--- config.mk ---
export PLATFORM = sky130hd
export DESIGN_NAME = bgp_ctrl
export DESIGN_NICKNAME = d
export VERILOG_FILES = /design/src/rtl/bimodal_gshare_branch_predictor_assert.svh /design/src/rtl/bgp_pkg.sv /design/src/rtl/bgp_ctrl.sv
export SDC_FILE = /design/constraint.sdc
export NUM_CORES = 1
export LEC_CHECK = 0
export ABC_CLOCK_PERIOD_IN_PS = 1050
export BUFFER_PORTS_ARGS = -buffer_cell sky130_fd_sc_hd__buf_2
export CORE_AREA = 2 2 39 41
export DETAILED_ROUTE_END_ITERATION = 10
export DIE_AREA = 0 0 41 43
export PLACE_DENSITY_LB_ADDON = 0.12
export SLEW_MARGIN = 10
export SYNTH_ARGS = -nofsm -noshare
export SYNTH_HDL_FRONTEND = slang
export SYNTH_SLANG_ARGS = --single-unit
--- constraint.sdc ---
create_clock -name clk -period 1.05 [get_ports clk]
set_clock_uncertainty 0.05 [all_clocks]
set_input_delay 0.21 -clock clk [delete_from_list [all_inputs] [get_ports clk]]
set_output_delay 0.21 -clock clk [all_outputs]
set_load 0.01 [all_outputs]
--- src/rtl/bimodal_gshare_branch_predictor_assert.svh ---
// Assertion macros for the branch predictor block.
// Included by the top level; depends on nothing else.
`ifndef BIMODAL_GSHARE_BRANCH_PREDICTOR_ASSERT_SVH
`define BIMODAL_GSHARE_BRANCH_PREDICTOR_ASSERT_SVH
`ifndef SYNTHESIS
`define BGP_ASSERT_SAME(lbl, clk, rst_n, pre, post) \
  lbl: assert property (@(posedge clk) disable iff (!rst_n) (pre) |-> (post)) \
    else $error("branch predictor check failed");
`define BGP_ASSERT_NEXT(lbl, clk, rst_n, pre, post) \
  lbl: assert property (@(posedge clk) disable iff (!rst_n) (pre) |=> post) \
    else $error("branch predictor check failed");
`else
`define BGP_ASSERT_SAME(lbl, clk, rst_n, pre, post)
`define BGP_ASSERT_NEXT(lbl, clk, rst_n, pre, post)
`endif
`endif

--- src/rtl/bgp_pkg.sv ---
// Shared types, codes and helper functions of the branch predictor.
// Used by the controller, the datapath and the top level; no dependencies.
`default_nettype none
package bgp_pkg;

  localparam int INDEX_BITS  = 12;
  localparam int TABLE_DEPTH = 1 << INDEX_BITS;
  localparam int HIST_LEN_W  = 4;
  localparam int CFG_IDX_W   = 1;
  localparam int CFG_DATA_W  = 4;
  localparam int PC_W        = 32;

  localparam logic [1:0] CTR_RESET = 2'd1;
  localparam logic [1:0] CTR_MAX   = 2'd3;
  localparam logic [1:0] CTR_MIN   = 2'd0;

  localparam logic CMD_PREDICT = 1'b0;
  localparam logic CMD_TRAIN   = 1'b1;

  localparam logic [CFG_IDX_W-1:0] CFG_MODE = 1'b0;
  localparam logic [CFG_IDX_W-1:0] CFG_HIST = 1'b1;

  localparam logic [HIST_LEN_W-1:0] HIST_LEN_RESET = HIST_LEN_W'(INDEX_BITS);

  typedef logic [INDEX_BITS-1:0] idx_t;

  typedef enum logic [1:0] {
    MODE_STATIC  = 2'd0,
    MODE_BIMODAL = 2'd1,
    MODE_GSHARE  = 2'd2,
    MODE_UNIMPL  = 2'd3
  } mode_t;

  typedef struct packed {
    logic clr_en;
    logic accept;
    logic commit;
  } ctl_cmd_t;

  typedef struct packed {
    logic clr_last;
    logic is_pred;
    logic out_blocked;
  } ctl_stat_t;

  function automatic idx_t hist_mask(input logic [HIST_LEN_W-1:0] len);
    idx_t m;
    m = '0;
    for (int i = 0; i < INDEX_BITS; i++) begin
      m[i] = (i < int'(len));
    end
    return m;
  endfunction

  function automatic logic [1:0] ctr_update(input logic [1:0] c, input logic dir);
    logic [1:0] n;
    n = c;
    if (dir) begin
      if (c != CTR_MAX) n = c + 2'd1;
    end else begin
      if (c != CTR_MIN) n = c - 2'd1;
    end
    return n;
  endfunction

endpackage
`default_nettype wire

--- src/rtl/bgp_ctrl.sv ---
// Sequencing state machine of the branch predictor: table clear, accept, commit.
// Depends on bgp_pkg; drives the datapath through ctl_cmd_t.
`default_nettype none
module bgp_ctrl (
  input  logic               clk,
  input  logic               rst_n,
  input  logic               in_valid,
  input  bgp_pkg::ctl_stat_t stat,
  output bgp_pkg::ctl_cmd_t  cmd,
  output logic               in_stall
);
  import bgp_pkg::*;

  typedef enum logic [1:0] {
    ST_CLEAR,
    ST_IDLE,
    ST_EVAL
  } state_t;

  state_t state_r;
  state_t state_nxt;
  logic   in_stall_r;
  logic   in_stall_nxt;

  always_comb begin
    cmd.clr_en = (state_r == ST_CLEAR);
    cmd.accept = (state_r == ST_IDLE) && in_valid;
    cmd.commit = (state_r == ST_EVAL) && !(stat.is_pred && stat.out_blocked);
    state_nxt  = state_r;
    unique case (state_r)
      ST_CLEAR: begin
        if (stat.clr_last) state_nxt = ST_IDLE;
      end
      ST_IDLE: begin
        if (in_valid) state_nxt = ST_EVAL;
      end
      ST_EVAL: begin
        if (cmd.commit) state_nxt = ST_IDLE;
      end
      default: state_nxt = ST_CLEAR;
    endcase
    in_stall_nxt = (state_nxt != ST_IDLE);
  end

  always_ff @(posedge clk) begin
    if (!rst_n) begin
      state_r    <= ST_CLEAR;
      in_stall_r <= 1'b1;
    end else begin
      state_r    <= state_nxt;
      in_stall_r <= in_stall_nxt;
    end
  end

  assign in_stall = in_stall_r;

endmodule
`default_nettype wire

==> results of run 1 <==
==> flip-flops by register name, summed over array words and instances (netlist names) <==
register / cells
in_stall: 1
state_r: 2
==> what timing repair did <==
item                                    in CTS  in global routing
endpoints found under the setup margin       3                  3
hold buffers                                 0                  0
pin swaps                                    0                  1
gates resized for setup                      5                  0
buffers inserted                             0                  0
==> worst min-delay path by stage <==
stage | startpoint | end | slack [ps]
after floorplan | rst_n | in_stall$_SDFF_PN1_ | 250
after global placement | rst_n | in_stall$_SDFF_PN1_ | 390
after detailed placement | rst_n | in_stall$_SDFF_PN1_ | 400
after CTS | rst_n | in_stall$_SDFF_PN1_ | 160
after global routing | rst_n | in_stall$_SDFF_PN1_ | 180
final | rst_n | in_stall$_SDFF_PN1_ | 160
==> worst reg2reg max path, cell delays in order (launching register included) <==
cell and delay (ps):
sky130_fd_sc_hd__dfxtp_2 360, sky130_fd_sc_hd__mux2i_1 250, sky130_fd_sc_hd__o211ai_1 110
==> cell type report <==
| class | instances | area, um^2 | area share |
|---|---|---|---|
| timing repair buffer | 9 | 45.0 | 0.188 |
| clock buffer | 4 | 26.3 | 0.109 |
| inverter | 1 | 3.75 | 0.0156 |
| sequential | 3 | 65.1 | 0.271 |
| multi-input combinational | 11 | 80.1 | 0.333 |
| tap | 16 | 20.0 | 0.0833 |
==> report_power, final <==
| part | internal, mW | switching, mW |
|---|---|---|
| clock | 0.142 | 0.0566 |
| sequential | 0.122 | 0.00836 |
| combinational | 0.0277 | 0.0233 |
| total | 0.292 | 0.0883 |
==> per-layer routing <==
metal	part of all wire	routed length, um
met4	0	0
met5	0	0
met1	0.42	146
met2	0.51	174
met3	0.070	24
==> per-stage QoR <==
stage	instance area [um^2]	std cells	setup slack (ps)	util
2_1_floorplan	138	15	172	-
3_3_place_gp	203	40	78.3	0.146
4_1_cts	240	44	-141	0.174
6_report	240	44	-121	0.174
3_5_place_dp	203	40	50.4	0.146
5_1_grt	240	44	-189	0.174
==> logic make-up after synthesis <==
group                  count (synthesis)
AOI/OAI and AO/OA                      4
buffers and inverters                  1
muxes                                  1
DFF                                    3
and+or+nand+nor                        6
==> reports/qor.csv, run 1 <==
stage,metric,value,unit
status,run status,"finished, violations left",
status,violations in the final reports,negative setup slack,
power,total power draw,0.381,mW
flow_run,count of max-cap constraint violations,0,
die,top-level I/O count,10,
critical_path,end point of the critical path,cmd[0],
final_layout,Antenna Cells,0,
clock_tree,Inserted Clock Buffers,3,
timing,Total Negative Setup Slacks,-233,ps
critical_path,Crit Path Class,register to output pin,
final_layout,net count of the finished layout,35,
critical_path,CP Capture Type,output pin,
route,drt total wl,344,um
synth,commonest cells in the netlist,"3 x sky130_fd_sc_hd__dfxtp_1, 2 x sky130_fd_sc_hd__nor2_1",
clock_tree,Max Root-Sink Buffers,2,
power,VDD IR max,0.459,mV
synth,count of flip-flops with a built-in enable after synthesis,0,
critical_path,critical-path cell list,a21oi_2 > and2_1 > buf_2,
die,starting utilization of the core area,0.0995,
clock_tree,clock transition at the register clock pins on the worst setup and hold paths after CTS,40,ps
synth,post-synth design cell area,138,um^2
synth,"share of synthesized cell area in and, or, nand and nor gates",0.245,
global_routing,Congestion Overflow GR,0,
synth,sequential element share of the synthesized area,0.436,
clock_tree,total number of clock tree sinks,3,
power,Leak Pwr,0.119,nW
synth,number of synthesized register bits,3,
route,Detail Route Antenna Nets,0,
synth,synthesized area per cell,9.18,um^2
timing,pin slew with the least headroom to its limit,194,ps
global_routing,GRT Max-Usage Layer,met2,
min_path,cell count of the worst hold path,2,
synth,most used flip-flop cell after synthesis,sky130_fd_sc_hd__dfxtp_1,
min_path,HP Class,primary input to register,
global_routing,via count of the first global-routing pass,151,
synth,cell count after synthesis,15,
global_routing,met3 routing resource usage after global routing,0.0471,
critical_path,Levels on crit path,3,
timing,final worst hold slack,164,ps
synth,fraction of synthesized cell area in xor and xnor cells,0,
synth,fraction of synthesized area in multiplexers,0.0727,
final_layout,area delta synth->final,74.5,%
timing,Relative slew margins,0.867,
clock_tree,level count of the clock H-tree,1,
route,per-cell routed wire length,7.82,um
route,post-detailed-route via-to-cell ratio,3.34,
critical_path,capture point of the worst reg-to-reg path,in_stall$_SDFF_PN1_,
synth,fraction of the mapped netlist area in compound gates,0.218,
global_routing,met1 Track Usage GR,0.0609,
global_routing,global-route wire length before repair,614,um
power,power density normalized to cell area,1580,nW/um^2
synth,main combinational cell family by area after synthesis,simple AND/OR/NAND/NOR gates,
clock_tree,worst skew pair latency,230,ps
timing,final setup margin,-121,ps
final_layout,"top library cells by usage in the layout, fill and taps aside","9 x sky130_fd_sc_hd__buf_2, 3 x sky130_fd_sc_hd__clkbuf_4",
final_layout,fraction of final layout cells with drive strength greater than 1,0.571,
route,routed via count,147,
critical_path,register-to-register setup slack,150,ps
critical_path,top cell family by delay on the critical path,flip-flops,
route,First-pass DRT Iterations,2,
synth,nets in the synthesized netlist,21,
clock_tree,CTS Root Buffer Type,sky130_fd_sc_hd__clkbuf_4,
synth,"Async S/R FF share, synth",0,
critical_path,maximum fanout encountered on the critical timing path,5,
timing,number of pins with negative max-slew slack in the final report,0,
critical_path,critical path arrival,910,ps
global_routing,antenna violations before repair,0,
critical_path,buffer and inverter count on the worst path,1,
global_routing,combined global-route utilization of all metal layers,0.0582,
synth,area share of the largest cell type after synthesis,0.436,
synth,cell with the most instances after synthesis,sky130_fd_sc_hd__dfxtp_1,
timing,final number of hold-violating endpoints,0,
timing,Setup-failing EPs final,2,
timing,maximum clock rate,854,MHz
final_layout,"commonest non-fill, non-tap cell in the layout",sky130_fd_sc_hd__buf_2,
die,area of the die,1760,um^2
timing,unrepaired setup endpoints after global routing,yes,
synth,Yosys warning count,0,
synth,synthesized-area fraction occupied by adder cells,0,
critical_path,worst flop-to-flop path startpoint,state_r[0]$_SDFF_PN0_,
synth,cell types occupying the most area after synthesis,"sky130_fd_sc_hd__dfxtp_1 44%, sky130_fd_sc_hd__and4b_1 7.3%, sky130_fd_sc_hd__mux2i_1 7.3%",
critical_path,path depth of the worst reg2reg path,2,
synth,largest area contributor in the netlist,sky130_fd_sc_hd__dfxtp_1,
critical_path,Critical Path Start,state_r[0]$_SDFF_PN0_,
die,Die Y-Extent,43,um
final_layout,filler instances,163,
critical_path,required time worst endpoint,790,ps
critical_path,peak per-stage delay on the critical path,340,ps
critical_path,slowest library cell on the worst path,sky130_fd_sc_hd__dfxtp_2,
synth,Unique masters post-synth,12,
placed_design,post-detail-place hpwl,281,um
timing,minimum period implied by the final worst setup slack,1170,ps
die,Die Wd,41,um
die,placement row count,14,
route,DRC errors left,0,
timing,final critical-path share of the clock period,1.12,
clock_tree,CTS tree,done,
critical_path,kind of start point of the critical path,register,
global_routing,met2 track demand over resource in global routing,0.0656,
die,core area,1380,um^2
placed_design,Routability Congestion,0.655,
global_routing,pin count of the biggest net entering global routing,8,
placed_design,count of buffers from port buffering,9,
route,DRC violation total after the first TritonRoute iteration,1,
No activity file was read; power rests on OpenSTA's default activity.
==> run 2, diff against run 1 <==
--- a/config.mk
+++ b/config.mk
@@ -6,8 +6,9 @@
 export NUM_CORES = 1
 export LEC_CHECK = 0
 export ABC_CLOCK_PERIOD_IN_PS = 1050
-export BUFFER_PORTS_ARGS = -buffer_cell sky130_fd_sc_hd__buf_2
+export BUFFER_PORTS_ARGS = -buffer_cell sky130_fd_sc_hd__clkbuf_2
 export CORE_AREA = 2 2 39 41
+export CTS_BUF_LIST = sky130_fd_sc_hd__clkbuf_4 sky130_fd_sc_hd__clkbuf_8
 export DETAILED_ROUTE_END_ITERATION = 10
 export DIE_AREA = 0 0 41 43
 export PLACE_DENSITY_LB_ADDON = 0.12
==> reports/qor.csv, run 2 (synthesized netlist as in run 1, its figures left out) <==
stage,metric,value,unit,change
status,run status,"finished, violations left",,
status,violations in the final reports,negative setup slack,,
route,DRC errors left,0,,unchanged
route,routed via count,157,,+6.8%
critical_path,register-to-register setup slack,180,ps,+30 ps
critical_path,path depth of the worst reg2reg path,2,,unchanged
clock_tree,level count of the clock H-tree,1,,unchanged
clock_tree,Inserted Clock Buffers,3,,unchanged
critical_path,kind of start point of the critical path,register,,
clock_tree,CTS Root Buffer Type,sky130_fd_sc_hd__clkbuf_4,,
timing,pin slew with the least headroom to its limit,180,ps,-13.5 ps
global_routing,via count of the first global-routing pass,147,,-2.6%
power,part of the power in registers,0.304,,-0.040
final_layout,Antenna Cells,0,,unchanged
timing,final number of hold-violating endpoints,0,,unchanged
route,per-cell routed wire length,8.73,um,+12%
die,Die Wd,41,um,unchanged
die,core area,1380,um^2,unchanged
final_layout,fraction of final layout cells with drive strength greater than 1,0.621,,+0.0493
power,Leak Pwr,0.130,nW,+9.5%
timing,minimum period implied by the final worst setup slack,1200,ps,+30.9 ps
min_path,hold path start,rst_n,,
clock_tree,worst skew pair latency,240,ps,about the same
route,First-pass DRT Iterations,2,,unchanged
placed_design,count of buffers from port buffering,9,,unchanged
die,area of the die,1760,um^2,unchanged
global_routing,global-route wire length before repair,593,um,-3.4%
power,power spent charging and discharging nets,0.106,mW,+20%
die,starting utilization of the core area,0.0995,,unchanged
global_routing,combined global-route utilization of all metal layers,0.0621,,+0.00389
die,Die Y-Extent,43,um,unchanged
route,drt total wl,393,um,+14%
timing,maximum clock rate,832,MHz,-2.6%
final_layout,area delta synth->final,84.5,%,
clock_tree,total number of clock tree sinks,3,,unchanged
final_layout,register name with the most flops,state_r,,
clock_tree,CTS tree,done,,
final_layout,"top library cells by usage in the layout, fill and taps aside","6 x sky130_fd_sc_hd__clkbuf_2, 4 x sky130_fd_sc_hd__clkbuf_4, 3 x sky130_fd_sc_hd__buf_2",,
critical_path,CP Capture Type,output pin,,
power,power density normalized to cell area,1680,nW/um^2,+5.9%
min_path,cell count of the worst hold path,2,,unchanged
critical_path,required time worst endpoint,790,ps,about the same
timing,Relative slew margins,0.876,,+0.00924
critical_path,capture point of the worst reg-to-reg path,state_r[1]$_SDFF_PN0_,,
min_path,HP Class,primary input to register,,
route,Detail Route Antenna Nets,0,,unchanged
final_layout,"Core Util, Final",0.184,,+0.00995
critical_path,maximum fanout encountered on the critical timing path,5,,unchanged
timing,Setup-failing EPs final,3,,+1
critical_path,worst flop-to-flop path startpoint,state_r[0]$_SDFF_PN0_,,
power,Net Sw Frac,0.249,,+0.0169
global_routing,Congestion Overflow GR,0,,unchanged
placed_design,Routability Congestion,0.632,,-3.5%
power,power share of the combinational group,0.125,,-0.009
clock_tree,cts-stage hold buffer count,0,,unchanged
min_path,Worst Hold Endpoint,in_stall$_SDFF_PN1_,,
timing,final setup margin,-152,ps,-30.9 ps
final_layout,Finished Cell Area,254,um^2,+5.7%
critical_path,critical path arrival,940,ps,+30 ps
final_layout,net count of the finished layout,36,,+2.9%
timing,final worst hold slack,131,ps,-33.3 ps
timing,final critical-path share of the clock period,1.14,,+0.0294
route,post-detailed-route via-to-cell ratio,3.49,,+4.4%
timing,number of pins with negative max-slew slack in the final report,0,,unchanged
global_routing,pin count of the biggest net entering global routing,8,,unchanged
final_layout,number of flip-flops under the largest register name,2,,unchanged
placed_design,DP Area,203,um^2,unchanged
final_layout,"commonest non-fill, non-tap cell in the layout",sky130_fd_sc_hd__clkbuf_2,,
route,DRC violation total after the first TritonRoute iteration,1,,unchanged
die,top-level I/O count,10,,unchanged
power,VDD IR max,0.424,mV,-7.5%
power,Cell Int Power,0.320,mW,+9.5%
clock_tree,clock transition at the register clock pins on the worst setup and hold paths after CTS,40,ps,about the same
flow_run,count of max-cap constraint violations,0,,unchanged
clock_tree,Max Root-Sink Buffers,2,,unchanged
die,placement row count,14,,unchanged
power,total power draw,0.426,mW,+12%
global_routing,antenna violations before repair,0,,unchanged
timing,unrepaired setup endpoints after global routing,yes,,
power,portion of total power attributed to the clock network,0.570,,+0.048
critical_path,Crit Path Class,register to output pin,,
run 2: layout make-up:
| cell class | instances | area (um^2) |
|---|---|---|
| Clock buffer | 4 | 30.0 |
| Fill cell | 172 | 1130 |
| Inverter | 1 | 3.75 |
| Multi-Input combinational cell | 11 | 80.1 |
| Sequential cell | 3 | 67.6 |
| Tap cell | 16 | 20.0 |
| Timing Repair Buffer | 10 | 52.6 |
run 2: power by group through the flow:
stage | combinational, mW | clock [mW] | sequential (mW)
CTS | 0.0525 | 0.250 | 0.131
global placement | 0.0492 | 0 | 0.133
global route | 0.0593 | 0.267 | 0.131
detailed placement | 0.0494 | 0 | 0.133
floorplan | 0.0236 | 0 | 0.133
finish | 0.0535 | 0.243 | 0.130
run 2: worst max-delay path: stages (launching register included):
cell and delay (ps):
sky130_fd_sc_hd__dfxtp_4 350, sky130_fd_sc_hd__a21oi_2 100, sky130_fd_sc_hd__and2_1 120, sky130_fd_sc_hd__buf_2 120
run 2: per-layer routing:
metal | wire (um) | vias to the layer above | global-route usage
li1 | - | 80 | -
met1 | 157 | 66 | 0.0573
met2 | 168 | 9 | 0.0594
met3 | 58 | 2 | 0.0838
met4 | 8 | 0 | 0.0600
met5 | 0 | - | 0
run 2: metrics by stage:
| stage | std cells | TNS [ps] | setup slack, ps |
|---|---|---|---|
| global placement | 40 | 0 | 52.3 |
| CTS | 44 | -364 | -169 |
| detailed placement | 40 | 0 | 50.2 |
| global route | 45 | -477 | -219 |
| floorplan | 15 | 0 | 172 |
| finish | 45 | -283 | -152 |
run 2: worst max path at each step:
| stage | slack (ps) | endpoint | depth (start not counted) | from |
|---|---|---|---|---|
| after global placement | 50 | cmd[0] | 3 | state_r[0]$_SDFF_PN0_ |
| after global routing | -220 | cmd[0] | 3 | state_r[0]$_SDFF_PN0_ |
| after CTS | -170 | cmd[0] | 3 | state_r[0]$_SDFF_PN0_ |
| after detailed placement | 50 | cmd[0] | 3 | state_r[0]$_SDFF_PN0_ |
| final | -150 | cmd[0] | 3 | state_r[0]$_SDFF_PN0_ |
| after floorplan | 170 | state_r[1]$_SDFF_PN0_ | 3 | state_r[0]$_SDFF_PN0_ |
run 2: repair_timing:
action                                  CTS  global route
gates resized for setup                   5             4
endpoints found under the setup margin    3             3
buffers inserted                          0             1
pin swaps                                 1             2
hold endpoints to repair                  0             0
